[src/hw/rtl/frqs_pkg.sv]
`timescale 1ns / 1ps
// ----------------------------------------------------------------------------
// frqs_pkg: shared types and constants of the ready-queue scheduler
// Operation codes, queue membership codes and recorded slot states.
// ----------------------------------------------------------------------------
package frqs_pkg;

  localparam int unsigned NumSlotsDefault = 16;
  localparam int unsigned FuncW  = 3;
  localparam int unsigned SlotW  = 4;
  localparam int unsigned StateW = 2;

  localparam logic [FuncW-1:0] FuncMakeReady  = 3'd0;
  localparam logic [FuncW-1:0] FuncSuspend    = 3'd1;
  localparam logic [FuncW-1:0] FuncStop       = 3'd2;
  localparam logic [FuncW-1:0] FuncDispatched = 3'd3;
  localparam logic [FuncW-1:0] FuncBoost      = 3'd4;
  localparam logic [FuncW-1:0] FuncQuery      = 3'd5;

  localparam logic [1:0] ListNone  = 2'd0;
  localparam logic [1:0] ListReady = 2'd1;
  localparam logic [1:0] ListSleep = 2'd2;

  localparam logic [StateW-1:0] StStopped   = 2'd0;
  localparam logic [StateW-1:0] StReady     = 2'd1;
  localparam logic [StateW-1:0] StSuspended = 2'd2;

endpackage

[src/hw/rtl/fifo_ready_queue_scheduler.sv]
`timescale 1ns / 1ps
// ----------------------------------------------------------------------------
// fifo_ready_queue_scheduler: FIFO ready queue of virtual-CPU slots
// Doubly linked ready and sleep queues held in a per-slot entry memory.
// ----------------------------------------------------------------------------
// Usage:
// A request is a transfer of func_i and slot_id_i, taken at a rising edge
// where start_i is high and busy_o is low. The block then goes busy and
// produces exactly one result, marked by done_o for a single cycle; the
// receiver cannot stall it, so the result must be captured in that cycle.
// State SRead then takes in the named slot's entry, read from the slot
// memories. A dropped request, a query or an unused func code goes
// straight from there to the result state SDone. Any other operation
// first unlinks the slot from its old neighbors in SFixP, then writes the
// slot's own entry for its new queue in SFixN, then points the new
// neighbor back at the slot in SLink, and only then reaches SDone.
// busy_o stays high with done_o and falls once the block is back in SIdle,
// so the next start is taken in the cycle after the result; the block takes
// no new request before its last result. Write the idle slot register
// through cfg_we_i/cfg_wdata_i only while idle; the block does not enforce it.
// Reset empties both queues and marks every slot stopped and on no queue;
// the memories are swept clear after reset, and busy_o stays high meanwhile.
// ----------------------------------------------------------------------------
module fifo_ready_queue_scheduler #(
  parameter int unsigned NUM_SLOTS = frqs_pkg::NumSlotsDefault
) (
  input  logic                        clk_i,
  input  logic                        rst_ni,
  input  logic                        cfg_we_i,
  input  logic [frqs_pkg::SlotW-1:0]  cfg_wdata_i,
  input  logic                        start_i,
  output logic                        busy_o,
  input  logic [frqs_pkg::FuncW-1:0]  func_i,
  input  logic [frqs_pkg::SlotW-1:0]  slot_id_i,
  output logic                        done_o,
  output logic [frqs_pkg::SlotW-1:0]  next_slot_o,
  output logic                        next_is_idle_o,
  output logic                        ready_empty_o,
  output logic                        ignored_o,
  output logic [frqs_pkg::StateW-1:0] slot_state_o
);
  import frqs_pkg::*;

  localparam int unsigned IdxW = (NUM_SLOTS > 1) ? $clog2(NUM_SLOTS) : 1;
  localparam int unsigned LnkW = $clog2(NUM_SLOTS + 1);
  localparam logic [LnkW-1:0] Nil = LnkW'(NUM_SLOTS);

  typedef enum logic [6:0] {
    SClear = 7'b0000001,
    SIdle  = 7'b0000010,
    SRead  = 7'b0000100,
    SFixP  = 7'b0001000,
    SFixN  = 7'b0010000,
    SLink  = 7'b0100000,
    SDone  = 7'b1000000
  } state_e;

  // Separate memories per field: next links, prev links, list and status.
  logic [LnkW-1:0]   nxt_mem [NUM_SLOTS];
  logic [LnkW-1:0]   prv_mem [NUM_SLOTS];
  logic [1:0]        lst_mem [NUM_SLOTS];
  logic [StateW-1:0] sts_mem [NUM_SLOTS];

  state_e state_q, state_d;
  logic [IdxW-1:0]   clr_q;
  logic [SlotW-1:0]  idle_q;
  logic [FuncW-1:0]  func_q;
  logic [IdxW-1:0]   s_q;
  logic              ign_q, oor_q;
  logic [LnkW-1:0]   rhead_q, rtail_q, shead_q, stail_q;
  logic [LnkW-1:0]   rhead_d, rtail_d, shead_d, stail_d;
  logic [LnkW-1:0]   p_q, n_q;     // captured old links of the slot
  logic [1:0]        lst_q;
  logic [StateW-1:0] sts_q;

  // Read data, registered.
  logic [LnkW-1:0]   nxt_rd_q, prv_rd_q;
  logic [1:0]        lst_rd_q;
  logic [StateW-1:0] sts_rd_q;

  // Write ports, one per memory.
  logic              nxt_we, prv_we, lst_we, sts_we;
  logic [IdxW-1:0]   nxt_wa, prv_wa, lst_wa, sts_wa;
  logic [LnkW-1:0]   nxt_wd, prv_wd;
  logic [1:0]        lst_wd;
  logic [StateW-1:0] sts_wd;

  // Neighbor captured when the slot is linked in.
  logic [LnkW-1:0]   nxt_wd_q, prv_wd_q;

  logic [IdxW-1:0]   rd_a;
  logic              op_valid, push_front, push_back_r, push_back_s;
  logic [1:0]        new_lst;
  logic [StateW-1:0] new_sts;
  logic              new_sts_we;
  logic              sid_oor;

  always_ff @(posedge clk_i) begin
    if (nxt_we) nxt_mem[nxt_wa] <= nxt_wd;
    if (prv_we) prv_mem[prv_wa] <= prv_wd;
    if (lst_we) lst_mem[lst_wa] <= lst_wd;
    if (sts_we) sts_mem[sts_wa] <= sts_wd;
    nxt_rd_q <= nxt_mem[rd_a];
    prv_rd_q <= prv_mem[rd_a];
    lst_rd_q <= lst_mem[rd_a];
    sts_rd_q <= sts_mem[rd_a];
  end

  assign rd_a = IdxW'(slot_id_i);

  // A slot number at or above NUM_SLOTS names no slot.
  assign sid_oor = (32'(slot_id_i) >= NUM_SLOTS);

  // A real operation: valid slot, not idle, func 0..4.
  assign op_valid    = !ign_q && (func_q <= FuncBoost);
  assign push_front  = (func_q == FuncMakeReady) || (func_q == FuncBoost);
  assign push_back_r = (func_q == FuncDispatched);
  assign push_back_s = (func_q == FuncSuspend);

  always_comb begin
    unique case (func_q)
      FuncMakeReady, FuncDispatched, FuncBoost: new_lst = ListReady;
      FuncSuspend:                              new_lst = ListSleep;
      default:                                  new_lst = ListNone;
    endcase
    new_sts_we = 1'b1;
    unique case (func_q)
      FuncMakeReady: new_sts = StReady;
      FuncSuspend:   new_sts = StSuspended;
      FuncStop:      new_sts = StStopped;
      default: begin
        new_sts    = sts_q;
        new_sts_we = 1'b0;
      end
    endcase
  end

  // Head/tail after unlink, computed from captured links and list.
  logic [LnkW-1:0] uh_r, ut_r, uh_s, ut_s;
  always_comb begin
    uh_r = rhead_q; ut_r = rtail_q; uh_s = shead_q; ut_s = stail_q;
    if (lst_q == ListReady) begin
      if (p_q == Nil) uh_r = n_q;
      if (n_q == Nil) ut_r = p_q;
    end else if (lst_q == ListSleep) begin
      if (p_q == Nil) uh_s = n_q;
      if (n_q == Nil) ut_s = p_q;
    end
  end

  always_comb begin
    state_d = state_q;
    nxt_we = 1'b0; prv_we = 1'b0; lst_we = 1'b0; sts_we = 1'b0;
    nxt_wa = s_q;  prv_wa = s_q;  lst_wa = s_q;  sts_wa = s_q;
    nxt_wd = Nil;  prv_wd = Nil;  lst_wd = ListNone; sts_wd = StStopped;
    rhead_d = rhead_q; rtail_d = rtail_q; shead_d = shead_q; stail_d = stail_q;
    unique case (state_q)
      SClear: begin
        nxt_we = 1'b1; prv_we = 1'b1; lst_we = 1'b1; sts_we = 1'b1;
        nxt_wa = clr_q; prv_wa = clr_q; lst_wa = clr_q; sts_wa = clr_q;
        if (clr_q == IdxW'(NUM_SLOTS - 1)) state_d = SIdle;
      end
      SIdle: if (start_i) state_d = SRead;
      SRead: state_d = op_valid ? SFixP : SDone;
      SFixP: begin
        // Patch predecessor's next (or head), and successor's prev (or tail).
        if (lst_q != ListNone) begin
          if (p_q != Nil) begin
            nxt_we = 1'b1; nxt_wa = IdxW'(p_q); nxt_wd = n_q;
          end
          if (n_q != Nil) begin
            prv_we = 1'b1; prv_wa = IdxW'(n_q); prv_wd = p_q;
          end
          if (lst_q == ListReady) begin
            rhead_d = uh_r; rtail_d = ut_r;
          end else begin
            shead_d = uh_s; stail_d = ut_s;
          end
        end
        state_d = SFixN;
      end
      SFixN: begin
        // Link the slot into its new queue; head/tail now are post-unlink.
        lst_we = 1'b1; lst_wd = new_lst;
        sts_we = new_sts_we; sts_wd = new_sts;
        nxt_we = 1'b1; prv_we = 1'b1;
        if (push_front) begin
          prv_wd = Nil; nxt_wd = rhead_q;
          rhead_d = LnkW'(s_q);
          if (rhead_q == Nil) rtail_d = LnkW'(s_q);
        end else if (push_back_r) begin
          nxt_wd = Nil; prv_wd = rtail_q;
          rtail_d = LnkW'(s_q);
          if (rtail_q == Nil) rhead_d = LnkW'(s_q);
        end else if (push_back_s) begin
          nxt_wd = Nil; prv_wd = stail_q;
          stail_d = LnkW'(s_q);
          if (stail_q == Nil) shead_d = LnkW'(s_q);
        end
        state_d = SLink;
      end
      SLink: begin
        // Point the new neighbor back at the slot.
        if (push_front && (nxt_wd_q != Nil)) begin
          prv_we = 1'b1; prv_wa = IdxW'(nxt_wd_q); prv_wd = LnkW'(s_q);
        end else if ((push_back_r || push_back_s) && (prv_wd_q != Nil)) begin
          nxt_we = 1'b1; nxt_wa = IdxW'(prv_wd_q); nxt_wd = LnkW'(s_q);
        end
        state_d = SDone;
      end
      SDone: state_d = SIdle;
      default: state_d = SIdle;
    endcase
  end

  always_ff @(posedge clk_i or negedge rst_ni) begin
    if (!rst_ni) begin
      state_q <= SClear;
      clr_q   <= '0;
      idle_q  <= '0;
      rhead_q <= Nil; rtail_q <= Nil; shead_q <= Nil; stail_q <= Nil;
    end else begin
      state_q <= state_d;
      if (state_q == SClear) clr_q <= clr_q + 1'b1;
      if (cfg_we_i) idle_q <= cfg_wdata_i;
      rhead_q <= rhead_d; rtail_q <= rtail_d;
      shead_q <= shead_d; stail_q <= stail_d;
    end
  end

  always_ff @(posedge clk_i) begin
    if (state_q == SIdle && start_i) begin
      func_q <= func_i;
      s_q    <= IdxW'(slot_id_i);
      oor_q  <= sid_oor;
      ign_q  <= sid_oor || (slot_id_i == idle_q);
    end
    if (state_q == SRead) begin
      p_q   <= prv_rd_q;
      n_q   <= nxt_rd_q;
      lst_q <= lst_rd_q;
      sts_q <= sts_rd_q;
    end
    if (state_q == SFixN) begin
      nxt_wd_q <= nxt_wd;
      prv_wd_q <= prv_wd;
      if (new_sts_we) sts_q <= new_sts;
    end
  end

  assign busy_o         = (state_q != SIdle);
  assign done_o         = (state_q == SDone);
  assign ready_empty_o  = (rhead_q == Nil);
  assign next_is_idle_o = ready_empty_o;
  assign next_slot_o    = ready_empty_o ? idle_q : SlotW'(rhead_q);
  assign ignored_o      = ign_q;
  assign slot_state_o   = oor_q ? StStopped : sts_q;

  // Assertions.
  a_done_one: assert property (@(posedge clk_i) disable iff (!rst_ni)
    done_o |=> !done_o) else $error("done lasted more than one cycle");
  a_head_tail: assert property (@(posedge clk_i) disable iff (!rst_ni)
    (state_q == SIdle) |-> ((rhead_q == Nil) == (rtail_q == Nil)))
    else $error("ready head and tail disagree on emptiness");
  a_sleep_ht: assert property (@(posedge clk_i) disable iff (!rst_ni)
    (state_q == SIdle) |-> ((shead_q == Nil) == (stail_q == Nil)))
    else $error("sleep head and tail disagree on emptiness");
  a_accept: assert property (@(posedge clk_i) disable iff (!rst_ni)
    (start_i && state_q == SIdle) |=> (state_q == SRead))
    else $error("accepted request did not start a read");

endmodule
[config.mk]
export PLATFORM = sky130hd
export DESIGN_NAME = fifo_ready_queue_scheduler
export DESIGN_NICKNAME = d
export VERILOG_FILES = /design/src/hw/rtl/frqs_pkg.sv /design/src/hw/rtl/fifo_ready_queue_scheduler.sv
export SDC_FILE = /design/constraint.sdc
export NUM_CORES = 1
export LEC_CHECK = 0
export ABC_CLOCK_PERIOD_IN_PS = 3300
export BUFFER_PORTS_ARGS = -buffer_cell sky130_fd_sc_hd__buf_4
export CAP_MARGIN = 10
export CORE_AREA = 10 10 137 265
export DETAILED_ROUTE_END_ITERATION = 12
export DIE_AREA = 0 0 147 275
export GPL_TIMING_DRIVEN = 0
export PLACE_DENSITY = 0.6
export RECOVER_POWER = 50
export SYNTH_ARGS = -nofsm -noshare
export SYNTH_HDL_FRONTEND = slang
export SYNTH_SLANG_ARGS = --single-unit
[constraint.sdc]
create_clock -name clk_i -period 3.3 [get_ports clk_i]
set_input_delay 0.165 -clock clk_i [delete_from_list [all_inputs] [get_ports clk_i]]
set_output_delay 0.165 -clock clk_i [all_outputs]
set_load 0.02 [all_outputs]
== Word level (Yosys, flattened, before mapping) ==
Memories as Yosys holds them, arrays and structs flattened. A register that Yosys moved wholly into a read port is not among the register bits.
Index checks and enable logic that the tools add are counted.

* Memory bits (writable): 224
* Output and inout bits: 11
* Register bits after elaboration: 62
* Bits of input ports: 15
* Memories: 4
* Logic and storage cells: 152

{| class="wikitable"
|+ Memory list
! memory !! depth !! width !! read ports !! clocked after Yosys merged registers in !! write ports !! line !! RTL
|-
| nxt_mem || 16 || 5 || 1 || 1 || 1 || fifo_ready_queue_scheduler.sv:59 || <nowiki>logic [LnkW-1:0] nxt_mem [NUM_SLOTS];</nowiki>
|-
| prv_mem || 16 || 5 || 1 || 1 || 1 || fifo_ready_queue_scheduler.sv:60 || <nowiki>logic [LnkW-1:0] prv_mem [NUM_SLOTS];</nowiki>
|-
| lst_mem || 16 || 2 || 1 || 1 || 1 || fifo_ready_queue_scheduler.sv:61 || <nowiki>logic [1:0] lst_mem [NUM_SLOTS];</nowiki>
|-
| sts_mem || 16 || 2 || 1 || 1 || 1 || fifo_ready_queue_scheduler.sv:62 || <nowiki>logic [StateW-1:0] sts_mem [NUM_SLOTS];</nowiki>
|}

* Equal/unequal tests: 38
* Magnitude comparators: 1
* Multiplexer cells: 76
* $add $sub $neg: 1
* Reductions and logical operators: 17

{| class="wikitable"
|+ Operators by type and width
! operator !! count
|-
| $mux 5 || 29
|-
| $pmux 7 s6 || 1
|-
| $mux 4 || 9
|-
| $pmux 5 s2 || 3
|-
| $pmux 5 s3 || 2
|-
| $pmux 4 s3 || 2
|-
| $ne 2x2->1 const B || 11
|-
| $mux 7 || 3
|-
| $eq 5x5->1 const B || 4
|-
| $ne 5x5->1 const B || 4
|-
| $mux 1 || 17
|-
| $reduce_and 6->1 || 2
|-
| $mux 2 || 5
|-
| $ne 3x3->1 const B || 3
|-
| $reduce_and 8->1 || 1
|-
| $eq 7x1->1 const B || 1
|-
| $eq 7x2->1 const B || 1
|-
| $eq 7x3->1 const B || 1
|-
| $eq 7x4->1 const B || 1
|-
| $eq 7x5->1 const B || 1
|-
| $eq 7x6->1 const B || 1
|-
| $eq 7x7->1 const B || 1
|-
| $ne 7x2->1 const B || 1
|-
| $eq 3x2->1 const B || 2
|-
| other kinds (20) || 27
|}

== Depth between registers and ports, before layout ==
Gate-level depths: netlist of run 1.

* Depth after elaboration: 8
* Depth in mapped cells: 9
* Gate-level depth less buffers: 7

== Worst setup path before layout of run 1 ==
OpenSTA, ideal clock, no wires.

* Path kind: register to register
* Start: register state_q[1]
* End: memory nxt_mem[1][0] (netlist name), enable pin
* Buffers on the path: 2
* Arrival time: 2.607 ns
* Stages on the path, launching flop included: 8
* Setup slack: 0.319 ns
* Required time: 2.926 ns
* Setup time: 0.374 ns
* Clock period less this slack: 2.981 ns
* Cell sequence: dfrtp_1 > or4_1 > clkbuf_2 > o41a_1 > a211o_1 > or2_1 > buf_6 > nor3_1

* Longest elaborated chain between the ends: 5
* Elaborated cells on any way between the ends: 9
* Those cells by class: eq/ne (4); mux (4); reduce/logical (1)

{| class="wikitable"
|+ RTL lines
! item !! line !! RTL
|-
| start, declared || fifo_ready_queue_scheduler.sv:64 || <nowiki>state_e state_q, state_d;</nowiki>
|-
| start signal, assigned || fifo_ready_queue_scheduler.sv:218 || <nowiki>state_q <= SClear;</nowiki>
|-
| start signal, assigned || fifo_ready_queue_scheduler.sv:223 || <nowiki>state_q <= state_d;</nowiki>
|-
| $eq 7x1->1 / $eq 7x5->1 (equally long branches) || fifo_ready_queue_scheduler.sv:157 || <nowiki>unique case (state_q)</nowiki>
|-
| $reduce_or 2->1 (no source line) || -- ||
|-
| $pmux 1 s3 || fifo_ready_queue_scheduler.sv:157 ||
|-
| $mux 1 || fifo_ready_queue_scheduler.sv:99 || <nowiki>if (nxt_we) nxt_mem[nxt_wa] <= nxt_wd;</nowiki>
|-
| $mux 1 (implied by the code) || fifo_ready_queue_scheduler.sv:99 ||
|-
| end, declared || fifo_ready_queue_scheduler.sv:59 ||
|}

Several ways; a longest one is shown, not always the timed one.

== Worst setup path in the final report of run 1 ==
* Start: register state_q[1]
* End: memory nxt_mem[6][2] (netlist name), enable pin

The elaborated chain is that of the path after synthesis.

==> results.json, run 1 <==
{
  "grt_pass1_wl_microns": 50900,
  "hpwl_microns": 25800,
  "cp.required_ns": 3.49,
  "die_h_microns": 275,
  "async_reset_ff_share_pct": 10.0,
  "start_kind": "flip-flop",
  "combinationalPowerShare_pct": 14.1,
  "power_mw": 8.95,
  "clock_path_buffers": 3,
  "nets": 881,
  "cts_tree": "built",
  "finalHoldViolCount": 0,
  "yosysUniqueCellTypes": 67,
  "cp_num_buf_inv": 2,
  "core_area_sq_um": 32000,
  "numCtsBuffers": 26,
  "initial_core_util_pct": 39.6,
  "ys_seq_elements": 300,
  "syn_area_per_cell_sq_um": 16.1,
  "p_sw_mw": 2.37,
  "period_share_pct": 99.1,
  "area_growth_syn_to_layout_pct": 16.6,
  "n_fill_cell": 2752,
  "clk_pin_slew_ns": 0.07,
  "critPathArrivalTime_ns": 3.46,
  "insertion_delay_ns": 0.56,
  "syn_inst": 786,
  "synth_area_sq_um": 12700,
  "overflow": 0,
  "critPathMaxFanout": 7,
  "drt_first_pass_iters": 5,
  "max_stage_delay_ns": 0.55,
  "relSlewSlack_pct": -16.6,
  "synth_ff_type": "edfxtp_1",
  "syn-num-nets": 802,
  "finalMaxSlewViolations": 31,
  "peakVddDrop_v": 0.000401,
  "p_seq_share_pct": 49.7,
  "drc": 0,
  "clock-sinks": 300,
  "maxCapViolCount": 1,
  "grt_pass1_vias": 7876,
  "rsz0062_at_grt": "true",
  "drtIter0Drc": 658,
  "final_common_cell": "edfxtp_1",
  "antenna_found_initial": 0,
  "pin_count": 26,
  "p_clk_share_pct": 36.2,
  "vias_per_cell": 5.74,
  "post-route-min-period_ns": 3.27,
  "intPower_mw": 6.57,
  "ys_seq_area_share_pct": 68.6,
  "crit_path_end_kind": "flip-flop",
  "die_w_microns": 147,
  "cpLargestDelayFamily": "compound AO/OA/AOI/OAI gates",
  "ant_nets": 0,
  "finalSetupViolations": 0,
  "synth_edf_count": 254,
  "p_leak_nw": 4.66,
  "fin_util_pct": 46.2,
  "drive_gt1_share_pct": 25.0,
  "floorplan.rows": 93,
  "ys_warn_count": 0,
  "fp.dieArea_sq_um": 40400,
  "worst_pin_slew_ns": 1.75,
  "fmax_mhz": 306,
  "fin_skew_ns": 0.0176,
  "most-common-layout-cells": "edfxtp_1 (254), mux4_2 (70), nor2_1 (43), nand2_1 (43), clkbuf_1 (42)",
  "worstSetupPathType": "flip-flop to flip-flop",
  "switching_share_pct": 26.5,
  "antenna_cells": 0,
  "portBuffers": 25,
  "root_buffer": "clkbuf_16",
  "vias": 7537,
  "grt_use_total_pct": 17.0,
  "power_density_nw_per_um2": 605,
  "wirelength_microns": 34600,
  "worst_hold_path_type": "input pin to flip-flop",
  "avgRoutedWirePerCell_microns": 26.3,
  "violations": "max-capacitance violations, max-slew violations",
  "grt_max_degree": 31,
  "crit_slowest_cell": "or4_1",
  "timing.hold.ws_ns": 0.351,
  "cts-htree-levels": 1,
  "gp_congestion": 0.964,
  "cp_cell_sequence": "or4_1, clkbuf_2, o41a_1, o21ai_0, o211ai_1, buf_4, nor3_2",
  "outcome": "finished with violations"
}
## worst reg2reg max path: cells and delay by family (launching register included)
kind | cells | cell delay [ns]
AO/OA/AOI/OAI | 3 | 1.11
buffers and inverters | 2 | 0.42
flip-flops | 1 | 0.46
AND/OR/NAND/NOR | 2 | 0.93
## routing by layer
| layer | vias up | share of wire, % | track usage [%] |
|---|---|---|---|
| met5 | - | 0 | 0 |
| met4 | 0 | 5.3 | 8.93 |
| met3 | 82 | 3.9 | 1.65 |
| met2 | 233 | 57 | 33.5 |
| met1 | 3906 | 33 | 16.9 |
| li1 | 3316 | - | - |
## sequential cells by signal (all words and copies together), names as in the netlist, 7 cells and up
register and flops:
state_q 7, lst_mem 32, prv_mem 80, nxt_mem 80, sts_mem 32
## what timing repair did
item / in CTS / in global routing
pin swaps: 0 / 4
hold buffers: 17 / 0
endpoints found under the hold margin: 43 / 0
resized for setup: 49 / 17
setup buffers: 0 / 5
setup endpoints to repair: 291 / 353
## synthesized netlist by cell type (8+ instances only)
| master | instances | area share, % |
|---|---|---|
| nor2_1 | 61 | 1.8 |
| and3_1 | 8 | 0.39 |
| a31oi_1 | 13 | 0.64 |
| clkbuf_1 | 28 | 0.83 |
| dfxtp_1 | 16 | 2.5 |
| o21ai_0 | 20 | 0.79 |
| nor3_1 | 41 | 1.6 |
| nand2_1 | 45 | 1.3 |
| a21o_1 | 8 | 0.47 |
| a21oi_1 | 12 | 0.47 |
| mux4_2 | 70 | 12 |
| mux2_2 | 14 | 1.2 |
| buf_1 | 9 | 0.27 |
| nand3_1 | 12 | 0.47 |
| dfrtp_1 | 26 | 5.1 |
| edfxtp_1 | 254 | 60 |
| inv_1 | 15 | 0.44 |
## power groups by stage
stage	combinational [mW]	clock, mW	sequential [mW]
2_1_floorplan	0.745	0	4.46
3_3_place_gp	1.16	0	4.52
3_5_place_dp	1.18	0	4.52
4_1_cts	1.24	3.30	4.44
5_1_grt	1.36	3.43	4.46
6_report	1.26	3.24	4.45
## worst paths after layout
check / start / endpoint / slack, ns / cells past startpoint
min in group asynchronous: rst_ni / idle_q[2]$_DFFE_PN0P_ / 0.60 / 2
hold / removal: start_i / state_q[1]$_DFFE_PN0P_ / 0.35 / 3
max in group asynchronous: rst_ni / state_q[2]$_DFFE_PN0P_ / 1.68 / 2
setup / recovery: state_q[1]$_DFFE_PN0P_ / nxt_mem[6][2]$_DFFE_PP_ / 0.03 / 7
setup reg to reg: state_q[1]$_DFFE_PN0P_ / nxt_mem[6][2]$_DFFE_PP_ / 0.03 / 7
hold reg to reg: nxt_rd_q[4]$_DFF_P_ / n_q[4]$_DFFE_PP_ / 0.40 / 0
## cell families after synthesis
| logic type | share of synthesized area, % |
|---|---|
| flip-flops | 68.6 |
| XOR/XNOR | 0.553 |
| buffers and inverters | 1.85 |
| multiplexers | 14.1 |
| AO/OA/AOI/OAI | 6.35 |
| AND/OR/NAND/NOR | 8.44 |
| adder cells (fa/ha/maj) | 0.0987 |
## final cells by class
cell class                      count  area [sq um]  share of cell area [%]
Buffer                             43           181                    1.23
Timing Repair Buffer               51           403                    2.72
Clock inverter                     17           233                    1.57
Tap cell                          427           534                    3.61
Inverter                           15          56.3                   0.381
Clock buffer                       31           669                    4.53
Multi-Input combinational cell    428          4010                    27.1
Sequential cell                   300          8700                    58.9
## per-stage QoR
step           TNS (ns)  instance area (sq um)  setup slack [ns]  instances
5_1_grt           -3.17                  14800            -0.101       1312
2_1_floorplan         0                  12700             0.319        786
4_1_cts          -0.727                  14700           -0.0805       1306
3_3_place_gp     -79.19                  13400            -0.419       1238
6_report              0                  14800            0.0289       1312
3_5_place_dp     -80.04                  13400            -0.461       1241
No activity file was read; power rests on OpenSTA's default activity.
==> run 2, diff against run 1 <==
Settings changed: RECOVER_POWER 50 to unset.
==> results.json, run 2 (synthesis gave the netlist of run 1 again) <==
{
  "final_common_cell": "edfxtp_1",
  "antenna_found_initial": 0,
  "outcome": "finished clean",
  "avgRoutedWirePerCell_microns": 26.3,
  "grt_max_degree": 31,
  "reg_top3": "nxt_mem: 80 flops, prv_mem: 80 flops",
  "grt_use_total_pct": 17.0,
  "wirelength_met1_microns": 11300,
  "root_buffer": "clkbuf_16",
  "core_area_sq_um": 32000,
  "maxCapViolCount": 0,
  "fin_skew_ns": 0.0221,
  "period_share_pct": 99.1,
  "die_w_microns": 147,
  "initial_core_util_pct": 39.6,
  "finalHoldViolCount": 0,
  "numCtsBuffers": 26,
  "insertion_delay_ns": 0.56,
  "worst_hold_path_type": "input pin to asynchronous set/reset pin",
  "fp.dieArea_sq_um": 40400,
  "wl_met3_microns": 1470,
  "nets": 881,
  "placed_area_sq_um": 13400,
  "hpwl_microns": 25800,
  "worst_pin_slew_ns": 1.26,
  "cts_tree": "built",
  "floorplan.rows": 93,
  "overflow": 0,
  "relSlewSlack_pct": 15.3,
  "drtIter0Drc": 630,
  "start_kind": "flip-flop",
  "finalInstanceArea_sq_um": 14800,
  "pin_count": 26,
  "power_mw": 8.96,
  "max_stage_delay_ns": 0.54,
  "drt_first_pass_iters": 5,
  "cp_cell_sequence": "or4_1, clkbuf_2, o41a_1, o21ai_0, o211ai_1, buf_4, nor3_2",
  "critPathMaxFanout": 7,
  "clk_pin_slew_ns": 0.07,
  "gp_congestion": 0.964,
  "finalSetupViolations": 0,
  "fmax_mhz": 306,
  "antenna_cells": 0,
  "vias": 7509,
  "peakVddDrop_v": 0.000403,
  "grt_pass1_wl_microns": 50900,
  "worstSetupPathType": "flip-flop to flip-flop",
  "drc": 0,
  "setup_tns_ns": 0,
  "area_growth_syn_to_layout_pct": 16.9,
  "power_density_nw_per_um2": 605,
  "crit_slowest_cell": "or4_1",
  "critPathArrivalTime_ns": 3.46,
  "cp.required_ns": 3.49,
  "grt_pass1_vias": 7876,
  "clock_path_buffers": 3,
  "ant_nets": 0,
  "top_layer": "met4",
  "crit_path_end_kind": "flip-flop",
  "post-route-min-period_ns": 3.27,
  "clock-sinks": 300,
  "rsz0062_at_grt": "true",
  "portBuffers": 25,
  "p_leak_nw": 4.69,
  "drive_gt1_share_pct": 26.0,
  "finalMaxSlewViolations": 0,
  "die_h_microns": 275,
  "wl_met2_microns": 19900,
  "most-common-layout-cells": "edfxtp_1 (254), mux4_2 (70), nor2_1 (43), nand2_1 (43)",
  "cts-htree-levels": 1,
  "wirelength_microns": 34500,
  "vias_per_cell": 5.72
}
[run 2: cell types whose count changed in the layout (fill, tap and decap cells not counted), sizes merged]
cell    delta
buf       +11
clkbuf    -11
[run 2: cell type report]
class / instances / area, sq um
sequential: 300 / 8700
buffer: 43 / 181
clock buffer: 31 / 669
multi-input combinational: 428 / 4010
fill: 2743 / 17200
tap: 427 / 534
timing repair buffer: 51 / 437
inverter: 15 / 56.3
clock inverter: 17 / 233
[run 2: metrics by stage]
step                      utilization (%)  hold slack, ns  setup slack [ns]  cells
after detailed placement             42.0           0.121            -0.461   1241
after global placement               41.9           0.120            -0.419   1238
after CTS                            46.0          0.0789           -0.0805   1306
final                                46.3          0.0779            0.0288   1312
after floorplan                         -          -0.131             0.319    786
after global routing                 46.3           0.123            -0.101   1312
[run 2: power breakdown]
group	switching, mW	internal, mW	total [mW]
logic	0.815	0.465	1.28
clock network	1.38	1.86	3.24
registers	0.177	4.27	4.45
[run 2: repair_timing]
item	in CTS	in global routing
hold buffers	17	0
hold endpoints to repair	43	0
endpoints found under the setup margin	291	353
gates cloned	0	0
gates resized for setup	49	17
pin swaps	0	4
buffers inserted	0	5
[run 2: metal layers]
layer,global-route usage [%],up-vias
met1,16.9,3864
met3,1.65,78
li1,-,3318
met5,0,-
met4,8.93,0
met2,33.5,249
[run 2: path summary, 6_finish.rpt]
path | start | end | slack [ns] | depth (start not counted)
max in group asynchronous | rst_ni | rtail_q[4]$_DFFE_PN1P_ | 2.87 | 2
min in group clk_i | func_i[2] | func_q[2]$_DFFE_PP_ | 0.35 | 2
setup / recovery | state_q[1]$_DFFE_PN0P_ | nxt_mem[6][2]$_DFFE_PP_ | 0.03 | 7
setup reg to reg | state_q[1]$_DFFE_PN0P_ | nxt_mem[6][2]$_DFFE_PP_ | 0.03 | 7
hold / removal | rst_ni | idle_q[2]$_DFFE_PN0P_ | 0.08 | 2
hold reg to reg | nxt_rd_q[4]$_DFF_P_ | n_q[4]$_DFFE_PP_ | 0.40 | 0
[run 2: worst max-delay path, delay by kind of cell, from the launching register on]
family / cells / cell delay (ns)
and+or+nand+nor: 2 / 0.91
DFF: 1 / 0.46
AOI/OAI and AO/OA: 3 / 1.12
buffers and inverters: 2 / 0.42
==> run 3, diff against run 2 <==
==> constraint.sdc (replaced) <==
create_clock -name clk_i -period 3.3 [get_ports clk_i]
set_input_delay 0.33 -clock clk_i [delete_from_list [all_inputs] [get_ports clk_i]]
set_output_delay 0.33 -clock clk_i [all_outputs]
set_load 0.02 [all_outputs]
==> results.json, run 3 (synthesis gave the netlist of run 1 again) <==
{
  "clock-sinks": 300,
  "reg_top3": "nxt_mem: 80 flops, prv_mem: 80 flops",
  "core_area_sq_um": 32000,
  "r2r_end": "nxt_mem[6][2]$_DFFE_PP_",
  "wirelength_microns": 34600,
  "worst_hold_path_type": "input pin to flip-flop",
  "worstSetupPathType": "flip-flop to flip-flop",
  "finalMaxSlewViolations": 0,
  "post-route-min-period_ns": 3.27,
  "max_stage_delay_ns": 0.54,
  "ant_nets": 0,
  "critPathArrivalTime_ns": 3.46,
  "grt_max_degree": 31,
  "rsz0062_at_grt": "true",
  "antenna_found_initial": 0,
  "most-common-layout-cells": "edfxtp_1 (254), mux4_2 (70), nor2_1 (43), nand2_1 (43)",
  "worst_pin_slew_ns": 1.25,
  "timing.rr.start": "state_q[1]$_DFFE_PN0P_",
  "start_kind": "flip-flop",
  "cts-htree-levels": 1,
  "die_h_microns": 275,
  "power_mw": 8.96,
  "root_buffer": "clkbuf_16",
  "area_growth_syn_to_layout_pct": 16.6,
  "final_common_cell": "edfxtp_1",
  "numCtsBuffers": 26,
  "reg2reg_depth": 7,
  "initial_core_util_pct": 39.6,
  "crit_slowest_cell": "or4_1",
  "cp_num_buf_inv": 2,
  "clk_pin_slew_ns": 0.07,
  "vias_per_cell": 5.75,
  "hpwl_microns": 25800,
  "cp.required_ns": 3.49,
  "maxCapViolCount": 0,
  "fmax_mhz": 306,
  "hold_path_startpoint": "cfg_we_i",
  "finalHoldViolCount": 0,
  "fin_util_pct": 46.2,
  "grt_pass1_vias": 7870,
  "drc": 0,
  "outcome": "finished clean",
  "fp.dieArea_sq_um": 40400,
  "portBuffers": 25,
  "fin_skew_ns": 0.0208,
  "drt_first_pass_iters": 5,
  "die_w_microns": 147,
  "antenna_cells": 0,
  "period_share_pct": 99.2,
  "critPathMaxFanout": 7,
  "relSlewSlack_pct": 16.1,
  "finalSetupViolations": 0,
  "insertion_delay_ns": 0.56,
  "vias": 7522,
  "overflow": 0,
  "grt_pass1_wl_microns": 50800,
  "avgRoutedWirePerCell_microns": 26.4,
  "cts_tree": "built",
  "cp_cell_sequence": "or4_1, clkbuf_2, o41a_1, o21ai_0, o211ai_1, buf_4, nor3_2",
  "crit_end": "nxt_mem[6][2]$_DFFE_PP_",
  "floorplan.rows": 93,
  "gp_congestion": 0.964,
  "cp.depth": 7,
  "critPathLaunch": "state_q[1]$_DFFE_PN0P_",
  "drtIter0Drc": 672,
  "crit_path_end_kind": "flip-flop",
  "nets": 877,
  "p_leak_nw": 4.67,
  "reg2reg_slack_ns": 0.03,
  "clock_path_buffers": 3,
  "power_density_nw_per_um2": 606,
  "cpLargestDelayFamily": "compound AO/OA/AOI/OAI gates",
  "pin_count": 26,
  "grt_use_total_pct": 17.0,
  "peakVddDrop_v": 0.000403,
  "drive_gt1_share_pct": 26.1
}
[run 3: cell types whose count changed in the layout (fill, tap and decap cells not counted)]
cell | before | now
dlygate4sd3_1 | 17 | 13
[run 3: worst register-to-register path, stage by stage, from the launching register on]
cell,delay (ns)
dfrtp_1,0.46
or4_1,0.54
clkbuf_2,0.19
o41a_1,0.52
o21ai_0,0.42
o211ai_1,0.18
buf_4,0.23
nor3_2,0.38
[run 3: final cells by class]
class                      count  area, sq um
buffer                        43          181
clock buffer                  31          669
clock inverter                17          233
fill                        2746        17200
inverter                      15         56.3
multi-input combinational    428         4010
sequential                   300         8700
tap                          427          534
timing repair buffer          47          397
[run 3: metal layers]
metal,global-route usage [%],up-vias,part of all wire (%)
li1,-,3304,-
met1,16.9,3901,34
met2,33.5,236,57
met3,1.65,81,3.4
met4,8.93,0,5.3
met5,0,-,0
[run 3: repair_timing]
item | in CTS | in global routing
endpoints found under the hold margin | 38 | 0
gates resized for setup | 49 | 17
buffers inserted | 0 | 5
pin swaps | 0 | 4
hold buffers | 13 | 0
setup endpoints to repair | 291 | 353
[run 3: power by group]
group	total, mW	internal (mW)	leakage [nW]	switching, mW
sequential	4.45	4.27	2.68	0.178
combinational	1.27	0.459	1.55	0.815
clock	3.24	1.86	0.435	1.38
[run 3: worst min-delay path by stage]
stage / slack, ns / cells past startpoint / endpoint
6_report: 0.06 / 2 / idle_q[3]$_DFFE_PN0P_
5_1_grt: 0.06 / 2 / idle_q[1]$_DFFE_PN0P_
4_1_cts: 0.05 / 2 / idle_q[3]$_DFFE_PN0P_
3_5_place_dp: 0.29 / 1 / idle_q[0]$_DFFE_PN0P_
3_3_place_gp: 0.29 / 1 / idle_q[2]$_DFFE_PN0P_
2_1_floorplan: 0.03 / 0 / clr_q[0]$_DFFE_PN0N_
[run 3: stage by stage]
stage          hold slack [ns]  std cells  area [sq um]  setup WS [ns]  TNS (ns)
6_report                0.0632       1308         14800         0.0267         0
5_1_grt                 0.0572       1308         14800         -0.101     -3.17
4_1_cts                 0.0451       1302         14700        -0.0805    -0.727
3_5_place_dp             0.286       1241         13400         -0.461    -80.04
3_3_place_gp             0.285       1238         13400         -0.419    -79.19
2_1_floorplan           0.0344        786         12700          0.319         0
